===== src/rtl/core/pcbd_pkg.sv =====
package pcbd_pkg;

  // Default sizes of the code table and of the longest code.
  localparam int unsigned MaxCodeLen  = 32;
  localparam int unsigned SymbolCount = 256;

  // Default depths of the command queue and of the result queue.
  localparam int unsigned CmdQueueDepth = 2;
  localparam int unsigned ResQueueDepth = 2;

  // Width of the stored code value and of the accumulator.
  localparam int unsigned CodeW = 32;

  // Operation codes of an input item.
  typedef enum logic {
    OP_WRITE  = 1'b0,
    OP_DECODE = 1'b1
  } op_e;

  // One classified command, handed from the front end to the back end.
  typedef struct packed {
    op_e         kind;
    logic [7:0]  symbol;
    logic [31:0] code;
    logic [5:0]  length;
    logic [7:0]  data;
  } cmd_t;

  // One code table entry.
  typedef struct packed {
    logic [5:0]  length;
    logic [31:0] code;
  } entry_t;

  // One result item.
  typedef struct packed {
    logic [7:0] symbol;
    logic       overflow_error;
    logic       last_in_byte;
  } res_t;

endpackage


===== src/rtl/core/pcbd_if.sv =====
// Input channel: one table write or one data byte per transfer.
interface pcbd_in_if;
  logic        valid;
  logic        ready;
  logic        operation;
  logic [7:0]  entry_symbol;
  logic [31:0] entry_code;
  logic [5:0]  entry_length;
  logic [7:0]  data_byte;

  modport source (
    output valid, operation, entry_symbol, entry_code, entry_length, data_byte,
    input  ready
  );
  modport sink (
    input  valid, operation, entry_symbol, entry_code, entry_length, data_byte,
    output ready
  );
endinterface



===== src/rtl/core/pcbd_front.sv =====
module pcbd_front #(
  parameter int unsigned SYMBOL_COUNT = pcbd_pkg::SymbolCount
) (
  pcbd_in_if.sink         in_i,
  output logic            cmd_valid_o,
  input  logic            cmd_ready_i,
  output pcbd_pkg::cmd_t  cmd_o
);

  logic is_decode;
  logic sym_in_range;

  // Classify the item and drop table writes aimed past the last symbol.
  assign is_decode    = (in_i.operation == pcbd_pkg::OP_DECODE);
  assign sym_in_range = ({1'b0, in_i.entry_symbol} < 9'(SYMBOL_COUNT));

  assign cmd_valid_o = in_i.valid && (is_decode || sym_in_range);
  assign in_i.ready  = cmd_ready_i;

  // A dropped write is still taken from the channel, so ready only tracks the queue.
  always_comb begin
    cmd_o.kind   = is_decode ? pcbd_pkg::OP_DECODE : pcbd_pkg::OP_WRITE;
    cmd_o.symbol = in_i.entry_symbol;
    cmd_o.length = in_i.entry_length;
    cmd_o.code   = (in_i.entry_length == '0) ? '0 : in_i.entry_code;
    cmd_o.data   = in_i.data_byte;
  end

endmodule


===== src/flat_wrapper.sv =====
// flat-port wrapper written by rule: the top's interface ports become plain ports
module pcbd_front_flat 
#(
  parameter int unsigned SYMBOL_COUNT = pcbd_pkg::SymbolCount
)
  (cmd_valid_o, cmd_ready_i, cmd_o, in_i_valid, in_i_operation, in_i_entry_symbol, in_i_entry_code, in_i_entry_length, in_i_data_byte, in_i_ready);
  pcbd_in_if in_i_i ();
  output logic cmd_valid_o;
  input  logic cmd_ready_i;
  output pcbd_pkg::cmd_t cmd_o;
  input wire logic [$bits(in_i_i.valid)-1:0] in_i_valid;
  input wire logic [$bits(in_i_i.operation)-1:0] in_i_operation;
  input wire logic [$bits(in_i_i.entry_symbol)-1:0] in_i_entry_symbol;
  input wire logic [$bits(in_i_i.entry_code)-1:0] in_i_entry_code;
  input wire logic [$bits(in_i_i.entry_length)-1:0] in_i_entry_length;
  input wire logic [$bits(in_i_i.data_byte)-1:0] in_i_data_byte;
  output wire logic [$bits(in_i_i.ready)-1:0] in_i_ready;
  assign in_i_i.valid = in_i_valid;
  assign in_i_i.operation = in_i_operation;
  assign in_i_i.entry_symbol = in_i_entry_symbol;
  assign in_i_i.entry_code = in_i_entry_code;
  assign in_i_i.entry_length = in_i_entry_length;
  assign in_i_i.data_byte = in_i_data_byte;
  assign in_i_ready = in_i_i.ready;
  pcbd_front #(.SYMBOL_COUNT(SYMBOL_COUNT)) u_core (.in_i(in_i_i), .cmd_valid_o(cmd_valid_o), .cmd_ready_i(cmd_ready_i), .cmd_o(cmd_o));
endmodule

===== config.mk =====
export PLATFORM = sky130hd
export DESIGN_NAME = pcbd_front_flat
export DESIGN_NICKNAME = d
export VERILOG_FILES = /design/src/rtl/core/pcbd_pkg.sv /design/src/rtl/core/pcbd_if.sv /design/src/rtl/core/pcbd_front.sv /design/src/flat_wrapper.sv
export SDC_FILE = /design/constraint.sdc
export NUM_CORES = 1
export LEC_CHECK = 0
export BUFFER_PORTS_ARGS = -buffer_cell sky130_fd_sc_hd__buf_2
export CORE_ASPECT_RATIO = 0.9
export CORE_MARGIN = 2
export CORE_UTILIZATION = 24
export DETAILED_ROUTE_END_ITERATION = 7
export GPL_ROUTABILITY_DRIVEN = 0
export MAX_ROUTING_LAYER = met4
export PLACE_DENSITY = 0.8
export SLEW_MARGIN = 20
export SYNTH_ARGS = -nofsm -noshare
export SYNTH_HDL_FRONTEND = slang
export SYNTH_SLANG_ARGS = --single-unit

===== constraint.sdc =====
create_clock -name vclk -period 1.8
set_input_delay 0.54 -clock vclk [all_inputs]
set_output_delay 0.54 -clock vclk [all_outputs]
set_load 0.005 [all_outputs]

### Word level (Yosys, flattened, before mapping)

Cells that the tools add are included.

| operators by class | value |
|---|---|
| muxes and demuxes | 2 |
| reduce and logical (&&, ||, !) cells | 1 |

Operators with widths:

| operator | number |
|---|---|
| two-way mux 32 bit | 1 |
| logical NOT 6 bit | 1 |
| two-way mux 1 bit | 1 |

| storage, ports and cells | value |
|---|---|
| register bits | 0 |
| input port bits | 57 |
| output and inout port bits | 57 |
| word-level logic and storage cells | 3 |

### Depth between registers and ports, before layout

| logic depth | value |
|---|---|
| word-level depth | 2 |
| mapped depth | 3 |
| depth with buffers taken out | 2 |

### Least setup slack after synthesis

Ideal clock, no wire load.

| timing | value |
|---|---|
| path type | input-to-output |
| from | in in_i_entry_length[5] |
| to | out cmd_o[15] (netlist name) |
| arrival | 1.169 ns |
| data required time | 1.260 ns |
| setup slack | 0.091 ns |
| stages on the path | 3 |
| buffers on the path | 1 |
| path through | nor4_4 buf_6 a21boi_1 |

RTL lines:

| element | RTL line | text |
|---|---|---|
| from (decl) | flat_wrapper.sv:15 | `input wire logic [$bits(in_i_i.entry_length)-1:0] in_i_entry_length;` |
| to (decl) | flat_wrapper.sv:10 | `output pcbd_pkg::cmd_t cmd_o;` |

==> impl_metrics.csv <==
group,metric,value,unit
status,outcome,"complete, but fails checks",
status,violations,"negative setup slack",
pwr,vdd.ir_drop.worst,84.0,uV
global_routing,antenna_found_initial,0,
final_layout,seq_area,0,um2
pwr,power.switching_fraction,40.8,%
sta,final.hold.worst_slack,1.08,ns
synthesis,synthCells,65,
sta,worst-slew-pin-transition,0.237,ns
pwr,power.total,0.000151,W
die,ios,114,
pwr,cell_internal_pwr,0.0000895,W
final_layout,postLayoutCoreUtil,37.8,%
detailed_routing,routed_wire_length_per_instance,12.4,um
critical_path,slowest_stage,"sky130_fd_sc_hd__nor4_4",
critical_path,timing.setup.critical_path_class,"in -> out",
detailed_routing,vias_per_cell,4.42,
pwr,power.switching,0.0000617,W
critical_path,crit_path_max_fanout,12,
global_routing,grt_first_pass_wirelength,2.42,mm
final_layout,most-common-layout-cells,"74 x sky130_fd_sc_hd__buf_2, 27 x sky130_fd_sc_hd__a21boi_1, 3 x sky130_fd_sc_hd__a21boi_2, 3 x sky130_fd_sc_hd__buf_6, 3 x sky130_fd_sc_hd__buf_4",
synthesis,synth_cell_types,9,
global_routing,grt_pass1_vias,512,
pwr,share_clk_of_total_power,0,%
critical_path,worst_setup_path_startpoint,"in_i_entry_length[5]",
worst_hold_path,timing.hold.worst_path_depth,0,
worst_hold_path,worst_hold_path_type,"in -> out",
worst_hold_path,min_delay_endpoint,"cmd_o[1]",
detailed_routing,detail_route.iter0.violations,4,
global_routing,global_route.usage.total,12.9,%
critical_path,crit_chain,"buf_6 > nor4_4 > buf_4 > a21boi_0 > buf_2",
pwr,power.share.combinational,100.0,%
final_layout,fraction_of_final_layout_cells_sized_beyond_drive_strength_1,74.6,%
sta,setup_repair_after_global_routing_missed_its_margin,"yes",
critical_path,timing.critical_path.required,1.26,ns
sta,finalMaxSlewViolations,0,
detailed_routing,remaining_drc_errors,0,
die,placementRows,15,
detailed_routing,final_wirelength,1.72,mm
synthesis,post_synth_instance_area,509,um2
final_layout,area_delta_synth_final,44.7,%
die,die-area,2510,um2
sta,finalHoldViolCount,0,
sta,setup_violations,32,
die,core,1950,um2
sta,final_critical_path_setup_slack,-0.124,ns
die,initial_core_util,26.1,%
synthesis,ys_seq_area_share,0,%
sta,post-route-min-period,1.92,ns
final_layout,n_fill_cell,223,
worst_hold_path,worst_hold_startpoint,"in_i_data_byte[1]",
global_routing,grt_start_max_net_pins,21,
final_layout,n_clock_buffer,0,
die,die_width,52.6,um
detailed_routing,first_pass_iters,2,
job,max-cap-violations,0,
pwr,power.density_cell_area,205,nW/um2
detailed_routing,via_count,615,
final_layout,design.final.nets,173,
final_layout,multi_input_comb_area,279,um2
synthesis,postSynthAreaPerCell,7.83,um2
sta,max_slew_margin,84.1,%
synthesis,yosysWarningCount,0,
final_layout,final_common_cell,"sky130_fd_sc_hd__buf_2",
sta,fin_crit_sh,107,%
die,die_h,47.7,um
critical_path,timing.critical_path.from_type,"primary input",
pwr,power.leakage,0.427,nW
pwr,p_seq_share,0,%
final_layout,n_diodes,0,
sta,fmaxAchievable,0.520,GHz
synthesis,synthesis.nets,122,
critical_path,crit_arrival,1.38,ns
final_layout,layout.sequential_cells,0,
detailed_routing,detail-route-antenna-nets,0,
placement,port-buffer-count,76,
critical_path,crit_end_category,"primary output",
critical_path,highest_cell_delay_on_the_worst_timing_path,0.29,ns
global_routing,globalRouteOverflowTotal,0,
-- cells in the mapped netlist --
cell,count,area share [%]
sky130_fd_sc_hd__buf_6,3,6.6
sky130_fd_sc_hd__buf_1,1,0.74
sky130_fd_sc_hd__a21boi_1,27,40
sky130_fd_sc_hd__nor2_1,1,0.74
sky130_fd_sc_hd__clkbuf_1,2,1.5
sky130_fd_sc_hd__buf_4,25,37
sky130_fd_sc_hd__a21boi_0,2,2.9
sky130_fd_sc_hd__nor4_4,1,4.2
sky130_fd_sc_hd__a21boi_2,3,6.6
-- critical path: cells and delay by family --
kind,cells,cell delay [ns]
AOI/OAI and AO/OA,1,0.09
buffers and inverters,3,0.46
and+or+nand+nor,1,0.29
-- per-stage QoR --
step	instance area (um2)	setup TNS, ns	std cells	setup WS (ns)
4_1_cts	737	-3.54	139	-0.125
6_report	737	-3.43	139	-0.124
3_5_place_dp	721	-4.79	139	-0.192
2_1_floorplan	509	0	65	0.0910
5_1_grt	737	-4.97	139	-0.179
3_3_place_gp	721	-3.98	139	-0.164
-- worst max-delay path by stage --
stage | to | slack, ns | depth (start not counted)
6_report | cmd_o[45] | -0.12 | 5
4_1_cts | cmd_o[45] | -0.13 | 5
3_3_place_gp | cmd_o[22] | -0.16 | 5
5_1_grt | cmd_o[37] | -0.18 | 5
2_1_floorplan | cmd_o[15] | 0.09 | 3
3_5_place_dp | cmd_o[41] | -0.19 | 5
-- metal layers --
layer | track usage, % | up-vias | share of wire, %
met5 | - | - | 0
met1 | 14.3 | 263 | 35
li1 | - | 297 | -
met4 | 1.03 | 0 | 0.23
met3 | 2.81 | 2 | 13
met2 | 24.8 | 53 | 52
-- area by class of cell --
class                           count  area share (%)
Timing Repair Buffer               80            57.9
Multi-Input combinational cell     34            37.9
Tap cell                           25            4.24
-- what timing repair did --
action	CTS	global route
hold buffers	0	0
resized for setup	4	0
setup endpoints to repair	32	32
pin swaps	0	0
setup buffers	0	0
gates cloned	0	0
-- logic make-up (layout without fill, tap and decap cells) --
group / after synthesis / count (layout) / synth area share [%]
AOI/OAI and AO/OA: 32 / 32 / 49.4
buffers and inverters: 31 / 80 / 45.7
and+or+nand+nor: 2 / 2 / 4.91
-- power groups by stage --
stage	registers, W	logic [W]	clock network, W
floorplan	0	0.000102	0
global placement	0	0.000146	0
detailed placement	0	0.000150	0
CTS	0	0.000154	0
global route	0	0.000168	0
finish	0	0.000151	0
(Power assumes the default switching activity.)
