### src/rtl/core/pcbd_fifo.sv
module pcbd_fifo #(
  parameter int unsigned WIDTH = 8,
  parameter int unsigned DEPTH = 2
) (
  input  logic             clk_i,
  input  logic             rst_ni,
  input  logic             push_valid_i,
  output logic             push_ready_o,
  input  logic [WIDTH-1:0] push_data_i,
  output logic             pop_valid_o,
  input  logic             pop_ready_i,
  output logic [WIDTH-1:0] pop_data_o
);

  localparam int unsigned PtrW = (DEPTH > 1) ? $clog2(DEPTH) : 1;
  localparam int unsigned CntW = $clog2(DEPTH + 1);

  logic [WIDTH-1:0] store_q [DEPTH];
  logic [PtrW-1:0]  wr_ptr_q, wr_ptr_d;
  logic [PtrW-1:0]  rd_ptr_q, rd_ptr_d;
  logic [CntW-1:0]  cnt_q, cnt_d;
  logic             push_fire, pop_fire;

  // Handshake status follows the fill count.
  assign push_ready_o = (cnt_q != CntW'(DEPTH));
  assign pop_valid_o  = (cnt_q != '0);
  assign pop_data_o   = store_q[rd_ptr_q];
  assign push_fire    = push_valid_i && push_ready_o;
  assign pop_fire     = pop_valid_o && pop_ready_i;

  // Pointer and count updates, with wrap at the queue depth.
  always_comb begin
    wr_ptr_d = wr_ptr_q;
    rd_ptr_d = rd_ptr_q;
    cnt_d    = cnt_q;
    if (push_fire) begin
      wr_ptr_d = (wr_ptr_q == PtrW'(DEPTH - 1)) ? '0 : wr_ptr_q + PtrW'(1);
    end
    if (pop_fire) begin
      rd_ptr_d = (rd_ptr_q == PtrW'(DEPTH - 1)) ? '0 : rd_ptr_q + PtrW'(1);
    end
    if (push_fire && !pop_fire) begin
      cnt_d = cnt_q + CntW'(1);
    end else if (!push_fire && pop_fire) begin
      cnt_d = cnt_q - CntW'(1);
    end
  end

  always_ff @(posedge clk_i or negedge rst_ni) begin
    if (!rst_ni) begin
      wr_ptr_q <= '0;
      rd_ptr_q <= '0;
      cnt_q    <= '0;
    end else begin
      wr_ptr_q <= wr_ptr_d;
      rd_ptr_q <= rd_ptr_d;
      cnt_q    <= cnt_d;
    end
  end

  // Payload storage needs no reset.
  always_ff @(posedge clk_i) begin
    if (push_fire) begin
      store_q[wr_ptr_q] <= push_data_i;
    end
  end

endmodule

### config.mk
export PLATFORM = sky130hd
export DESIGN_NAME = pcbd_fifo
export DESIGN_NICKNAME = d
export VERILOG_FILES = /design/src/rtl/core/pcbd_fifo.sv
export SDC_FILE = /design/constraint.sdc
export NUM_CORES = 1
export LEC_CHECK = 0
export BUFFER_PORTS_ARGS = -buffer_cell sky130_fd_sc_hd__buf_2
export CORE_MARGIN = 4
export CORE_UTILIZATION = 48
export DETAILED_ROUTE_END_ITERATION = 8
export GPL_ROUTABILITY_DRIVEN = 1
export HOLD_SLACK_MARGIN = 0.03
export PLACE_DENSITY = 0.78
export SLEW_MARGIN = 10
export SYNTH_ARGS = -nofsm -noshare
export SYNTH_HDL_FRONTEND = slang
export SYNTH_SLANG_ARGS = --single-unit
### constraint.sdc
create_clock -name clk_i -period 1.5 [get_ports clk_i]
set_input_delay 0.3 -clock clk_i [delete_from_list [all_inputs] [get_ports clk_i]]
set_output_delay 0.3 -clock clk_i [all_outputs]
set_load 0.02 [all_outputs]
Word-level counts from Yosys, hierarchy flattened
Memory sizes are Yosys's and may differ from the RTL's.
Index checks and enable logic that the tools add are counted.
Word-level totals
  word-level logic and storage cells: 23
  memories: 1
  input bits: 12
  bits in registers: 4
  RAM bits: 16
  output and inout bits: 10
Memories
  store_q: depth 2, width 8, read ports 1, clocked after Yosys merged registers in 0, write ports 1, RTL line 18  | logic [WIDTH-1:0] store_q [DEPTH];
Operators by class
  reduce and logical (&&, ||, !) cells: 8
  mux-type cells: 6
  add/sub/neg operators: 4
  equality and inequality tests: 1
Operators with widths (count)
  1-bit logical AND: 4
  1-bit 2-to-1 mux: 4
  2-bit 2-to-1 mux: 2
  2-bit nonzero test: 2
  1-bit adder, second input constant: 2
  2-bit by 1-bit adder with 2-bit output, second input constant: 1
  1-bit logical NOT: 2
  2-bit != test, second input constant: 1
  2-bit by 1-bit subtractor with 2-bit output, second input constant: 1

Longest topological paths before layout
Gate-level depths: netlist (run 1).
  word-level depth: 6
  mapped depth: 7
  mapped depth without buffers: 7

Worst setup path after synthesis (run 1)
Ideal clock, no wire load.
  path type: reg-to-reg
  start: register cnt_q[0]
  end: memory store_q[0][0] (enable)
  period minus slack after synthesis: 1.415 ns
  setup time: 0.370 ns
  data required time: 1.130 ns
  arrival: 1.045 ns
  buffers on the path: 0
  setup slack: 0.085 ns
  cell stages (with the launch flop): 4
  path through: dfrtp_1 -> nand2b_4 -> nand2_1 -> nor2_1
Between the ends
  longest elaborated chain between the ends: 4
Ends and longest elaborated chain
  start, declared: RTL line 21  | logic [CntW-1:0] cnt_q, cnt_d;
  start signal, assigned: RTL line 57  | cnt_q <= cnt_d;
  2-bit != test: RTL line 25  | assign push_ready_o = (cnt_q != CntW'(DEPTH));
  net push_ready_o: RTL line 8  | output logic push_ready_o,
  1-bit logical AND: RTL line 28  | assign push_fire = push_valid_i && push_ready_o;
  1-bit 2-to-1 mux: RTL line 63  | if (push_fire) begin
  1-bit 2-to-1 mux (implied by the code): RTL line 64  | store_q[wr_ptr_q] <= push_data_i;
  end, declared: RTL line 18
The timed path passes the listed nets, and every way through them passes these cells.

Final worst setup path (run 1)
  start: register rd_ptr_q
  end: output port pop_data_o[0]
Between the ends
  longest elaborated chain between the ends: 1
Ends and longest elaborated chain
  start, declared: RTL line 20  | logic [PtrW-1:0] rd_ptr_q, rd_ptr_d;
  start signal, assigned: RTL line 56  | rd_ptr_q <= rd_ptr_d;
  memory read 2 x 8 bit
  end, declared: RTL line 12  | output logic [WIDTH-1:0] pop_data_o
Every way passes these cells.

==> results.toml, run 1 <==
[yosys]
yosys_warnings = 0
dominantRegCellSynth = "edfxtp_1"
synth_common_cells = "edfxtp_1 (16), mux2_2 (8), dfrtp_1 (4)"
synth_nets = 56
seq_area_frac_synth_pct = 73.77
synth.avg_cell_area_um2 = 18.30
synth-simple-area-share_pct = 6.518
synth_top_family_by_area = "multiplexers"
async_flop_share_pct = 20.00
syn_area_um2 = 787.0
synth_compound_area_share_pct = 0
muxShareOfSynthArea_pct = 11.45
synth-xor-area-share_pct = 5.564
ys_ff_latch = 20
synth.distinct_cells = 14
synth_most_common_cell = "edfxtp_1"
netlist.area_leader.share_pct = 61.05
synth_edf_count = 16
netlist_instances = 43
yosysTopAreaCell = "edfxtp_1"
synth_area_leaders = "edfxtp_1 (61%), dfrtp_1 (13%), mux2_2 (11%)"
synth_adder_area_share_pct = 1.590

[die]
fp.dieW_um = 48.49
pin_count = 22
rows = 14
start_util_pct = 51.64
core_area_um2 = 1524
die_h_um = 48.49
die_area_um2 = 2351

[sta]
worst_pin_slew_ps = 376.0
fmax_mhz = 638.3
report.final.slew_viol_count = 0
fin_crit_sh_pct = 104.4
worst_hold_slack_ps = 182.5
grt_setup_unrepaired = "yes"
period_needed_ps = 1567
max_slew_margin_pct = 74.94
skew_ps = 7.252
setup_viol = 8
finalWorstSetupSlack_ps = -66.59
hold_viol = 0

[clock_network]
clkTransAtPathRegs_ps = 110
cts.htree.levels = 1
cts_sinks = 20
root_buffer = "clkbuf_4"
clock_latency_ps = 290
cts_buffer_depth = 2
cts_inserted_buffers = 3
cts_tree = "built"

[detailed_routing]
drt_iter0_drc = 2
highest_layer = "met4"
antenna_left = 0
firstDrtPassIters = 2
met3_length_um = 76
drc = 0
wl_met1_um = 494
wl_per_cell_um = 13.98
route.vias.total = 444
dr_wl_met2_um = 683
drt_wl_total_um = 1272
vias_per_cell = 4.879

[global_routing]
overflow = 0
antenna_found_initial = 0
grt_pass1_vias = 456
grt_usage_pct = 11.07
grt_start_max_net_pins = 12
grt_first_pass_wirelength_um = 1952

[cells_and_area]
final_layout_size_suffix_gt1_share_pct = 60.00
area_delta_synth_final_pct = 34.34
diodes = 0
layout.nets = 89

[critical_path]
cp_max_fo = 4
crit_required_ps = 1200
end_kind = "output port"
crit_type = "reg -> out"
start_kind = "flop"
arrival_ps = 1270

[pwr]
power_density_nw_per_um2 = 2049
power.internal_uw = 1455
fin_total_pwr_uw = 2166
p_sw_uw = 711.4
p_leak_uw = 0.0004393
pwr-share-comb_pct = 48.3
p_sw_share_pct = 32.84
vdd_drop_max_v = 0.001480
seq_power_share_pct = 39.9
p_clk_share_pct = 11.8

[hold_path]
hp-class = "in -> reg"

[outcome]
status = "finished, violations left"
violations = "setup timing"

[place]
portBuffers = 21
gp_congestion = 0.6597
hpwlAfterDp_um = 855.6

[run]
max_cap_viol_count = 0
-- worst paths after layout --
| kind | from | end | slack, ps | depth (start not counted) |
|---|---|---|---|---|
| max | rd_ptr_q | pop_data_o[0] | -70 | 3 |
| min | push_data_i[3] | store_q[1][3] | 180 | 1 |
| max reg2reg | cnt_q[1] | cnt_q[1] | 100 | 6 |
| min reg2reg | wr_ptr_q | wr_ptr_q | 540 | 1 |
| max in group asynchronous | rst_ni | rd_ptr_q | 1050 | 2 |
| min in group asynchronous | rst_ni | wr_ptr_q | 320 | 2 |
-- registers in the layout, indices dropped and copies added (netlist names) --
register / cells
rd_ptr_q: 1
wr_ptr_q: 1
cnt_q: 2
store_q: 16
-- what timing repair did --
item	4_1_cts	5_1_grt
hold buffers	1	0
setup endpoints to repair	8	10
cloned	0	0
resized for setup	20	3
pin swaps	0	0
endpoints found under the hold margin	4	0
buffers inserted	3	3
-- logic make-up after synthesis --
| logic type | Yosys count |
|---|---|
| XOR/XNOR | 5 |
| adder cells (fa/ha/maj) | 1 |
| buffers and inverters | 2 |
| flip-flops | 20 |
| multiplexers | 8 |
| AND/OR/NAND/NOR | 7 |
-- power by group through the flow --
| stage | registers, uW | clock network (uW) | logic [uW] |
|---|---|---|---|
| after CTS | 862 | 266 | 977 |
| after floorplan | 845 | 0 | 580 |
| after detailed placement | 909 | 0 | 731 |
| final | 864 | 255 | 1050 |
| after global placement | 902 | 0 | 710 |
| after global routing | 888 | 287 | 1120 |
-- metal layers --
layer | vias up | global-route usage, %
met5 | - | 0
met2 | 14 | 19.13
met3 | 2 | 2.761
met4 | 0 | 6.726
li1 | 216 | -
met1 | 212 | 11.94
-- cell type report --
cell class	count	area [um2]
fill	106	466.7
sequential	20	583.1
multi-input combinational	21	200.2
timing repair buffer	29	224.0
inverter	1	3.754
tap	16	20.02
clock buffer	4	26.28
-- metrics by stage --
stage	utilization, %	TNS (ps)	setup WS, ps	cell area (um2)	instances
floorplan	-	0	84.73	787.0	43
global placement	60.02	0	96.51	914.6	80
detailed placement	60.02	0	63.59	914.6	80
CTS	67.49	-536.1	-74.82	1028	88
global route	69.38	-896.4	-111.2	1057	91
finish	69.38	-451.2	-66.59	1057	91
-- cells in the final DEF, fill, tap and decap left out, types with 2 or more instances in the layout --
master,synthesis,routed
dfrtp_2,0,2
buf_4,0,7
buf_6,0,9
xor2_1,2,2
xnor2_1,3,3
mux2_2,8,8
dfrtp_1,4,2
buf_2,1,12
nor2_1,2,2
edfxtp_1,16,16
clkbuf_4,0,3
-- worst max-delay path: stages, from the launching register on --
cell and delay, ps:
dfrtp_2 380, buf_4 130, mux2_2 340, buf_6 130
No activity file was read; power rests on OpenSTA's default activity.
==> run 2: changes to the inputs <==
--- a/config.mk
+++ b/config.mk
@@ -6,6 +6,7 @@
 export NUM_CORES = 1
 export LEC_CHECK = 0
 export BUFFER_PORTS_ARGS = -buffer_cell sky130_fd_sc_hd__buf_2
+export CORE_ASPECT_RATIO = 1.2
 export CORE_MARGIN = 4
 export CORE_UTILIZATION = 48
 export DETAILED_ROUTE_END_ITERATION = 8
==> results.toml, run 2 (synthesis gave the netlist of run 1 again) <==
[outcome]
status = "finished, violations left"
violations = "setup timing"

[die]
pin_count = 22
rows = 15
die_area_um2 = 2354
start_util_pct = 52.42
core_area_um2 = 1501
die_h_um = 52.36
fp.dieW_um = 44.97

[pwr]
vdd_drop_max_v = 0.001259
p_leak_uw = 0.0004580
power_density_nw_per_um2 = 2091
fin_total_pwr_uw = 2279

[place]
place_inst = 81
hpwlAfterDp_um = 965.5
place_ws_ps = 47.80
gp_congestion = 0.7235
placed_area_um2 = 915.9
portBuffers = 21

[global_routing]
grt_start_max_net_pins = 12
overflow = 0
antenna_found_initial = 0
grt_first_pass_wirelength_um = 2208
grt_usage_pct = 13.30
grt_pass1_vias = 502

[cells_and_area]
top_regs = "store_q x16, cnt_q x2"
final_common_cell = "edfxtp_1"
layout.cells.non_filler = 93
diodes = 0
top_register = "store_q"
final_core_util_pct = 72.58
stdcell_area_um2 = 1090
layout.nets = 90
final_layout_size_suffix_gt1_share_pct = 63.16
area_delta_synth_final_pct = 38.47
largest_reg_flops = 16
mostFrequentLayoutCells = "edfxtp_1 (16), buf_2 (12), buf_6 (11)"

[clock_network]
cts_sinks = 20
cts_buffer_depth = 2
cts_inserted_buffers = 3
cts_tree = "built"
clkTransAtPathRegs_ps = 100
root_buffer = "clkbuf_4"
clock_latency_ps = 290
cts.htree.levels = 1

[sta]
finalWorstSetupSlack_ps = -101.2
fin_crit_sh_pct = 106.7
period_needed_ps = 1601
grt_setup_unrepaired = "yes"
setup_viol = 8
hold_viol = 0
skew_ps = 2.803
fmax_mhz = 624.5
max_slew_margin_pct = 74.51
report.final.slew_viol_count = 0
worst_pin_slew_ps = 382.3

[hold_path]
hp-start = "push_data_i[4]"
hp-class = "in -> reg"
worstHoldEndpoint = "store_q[0][4]"
hold_depth = 1

[detailed_routing]
antenna_left = 0
drt_iter0_drc = 1
drc = 0
route.vias.total = 474
vias_per_cell = 5.097
wl_per_cell_um = 15.04
drt_wl_total_um = 1399
firstDrtPassIters = 2

[critical_path]
crit_required_ps = 1200
cpMostUsedCell = "buf_6"
start_kind = "flop"
worstReg2RegEnd = "cnt_q[1]"
crit_type = "reg -> out"
end_kind = "output port"
arrival_ps = 1300
slowest_delay_ps = 440
crit_chain = "buf_6 -> mux2_4 -> buf_6"
crit_path_top_delay_cell = "dfrtp_2"
rr_startpoint = "cnt_q[1]"
cp_max_fo = 5
r2r.worst_path.cells = 6
reg2reg_slack_ps = 60

[run]
max_cap_viol_count = 0
-- run 2: cell types whose count changed in the layout (fill, tap and decap cells not counted) --
cell      delta
clkbuf_8     +1
buf_4        -1
clkbuf_1     -1
mux2_4       +1
buf_6        +2
nor2_2       +1
nor2_1       -1
mux2_2       -1
-- run 2: timing repair --
item                       4_1_cts  5_1_grt
buffers inserted                 3        4
pin swaps                        0        3
hold buffers                     1        0
setup endpoints to repair        8       10
hold endpoints to repair         4        0
gates resized for setup         20        6
-- run 2: where the power goes --
group	leakage (uW)	internal [uW]	switching (uW)	total, uW
logic	0.000244	615	504	1120
registers	0.000193	782	77.8	860
clock network	0.0000210	148	152	300
-- run 2: final cells by class --
type	instances	area (um2)
sequential	20	583.1
multi-input combinational	21	206.4
fill	103	411.6
clock buffer	4	36.28
timing repair buffer	30	239.0
inverter	1	3.754
tap	17	21.27
-- run 2: per-stage QoR --
stage          hold WS [ps]  TNS, ps
2_1_floorplan         4.409        0
3_3_place_gp          112.0        0
3_5_place_dp          115.3        0
4_1_cts               189.9   -561.4
5_1_grt               170.4    -1096
6_report              192.1   -644.0
-- run 2: per-layer routing --
layer,GRT usage (%),wire (um),vias to the layer above
li1,-,-,223
met2,23.58,765,17
met1,15.12,525,228
met3,3.436,75,6
met5,0,0,-
met4,4.390,32,0
-- run 2: worst max-delay path by stage --
stage / startpoint / end / slack, ps / depth (start not counted)
floorplan: cnt_q[0] / store_q[0][0] / 80 / 3
global placement: rd_ptr_q / pop_data_o[3] / 100 / 2
detailed placement: cnt_q[0] / cnt_q[1] / 50 / 6
CTS: rd_ptr_q / pop_data_o[5] / -90 / 3
global route: rd_ptr_q / pop_data_o[2] / -150 / 3
finish: rd_ptr_q / pop_data_o[5] / -100 / 3
-- run 2: critical path: cells and delay by family, from the launching register on --
kind	cells	cell delay [ps]
buffers and inverters	2	270
flip-flops	1	440
multiplexers	1	300
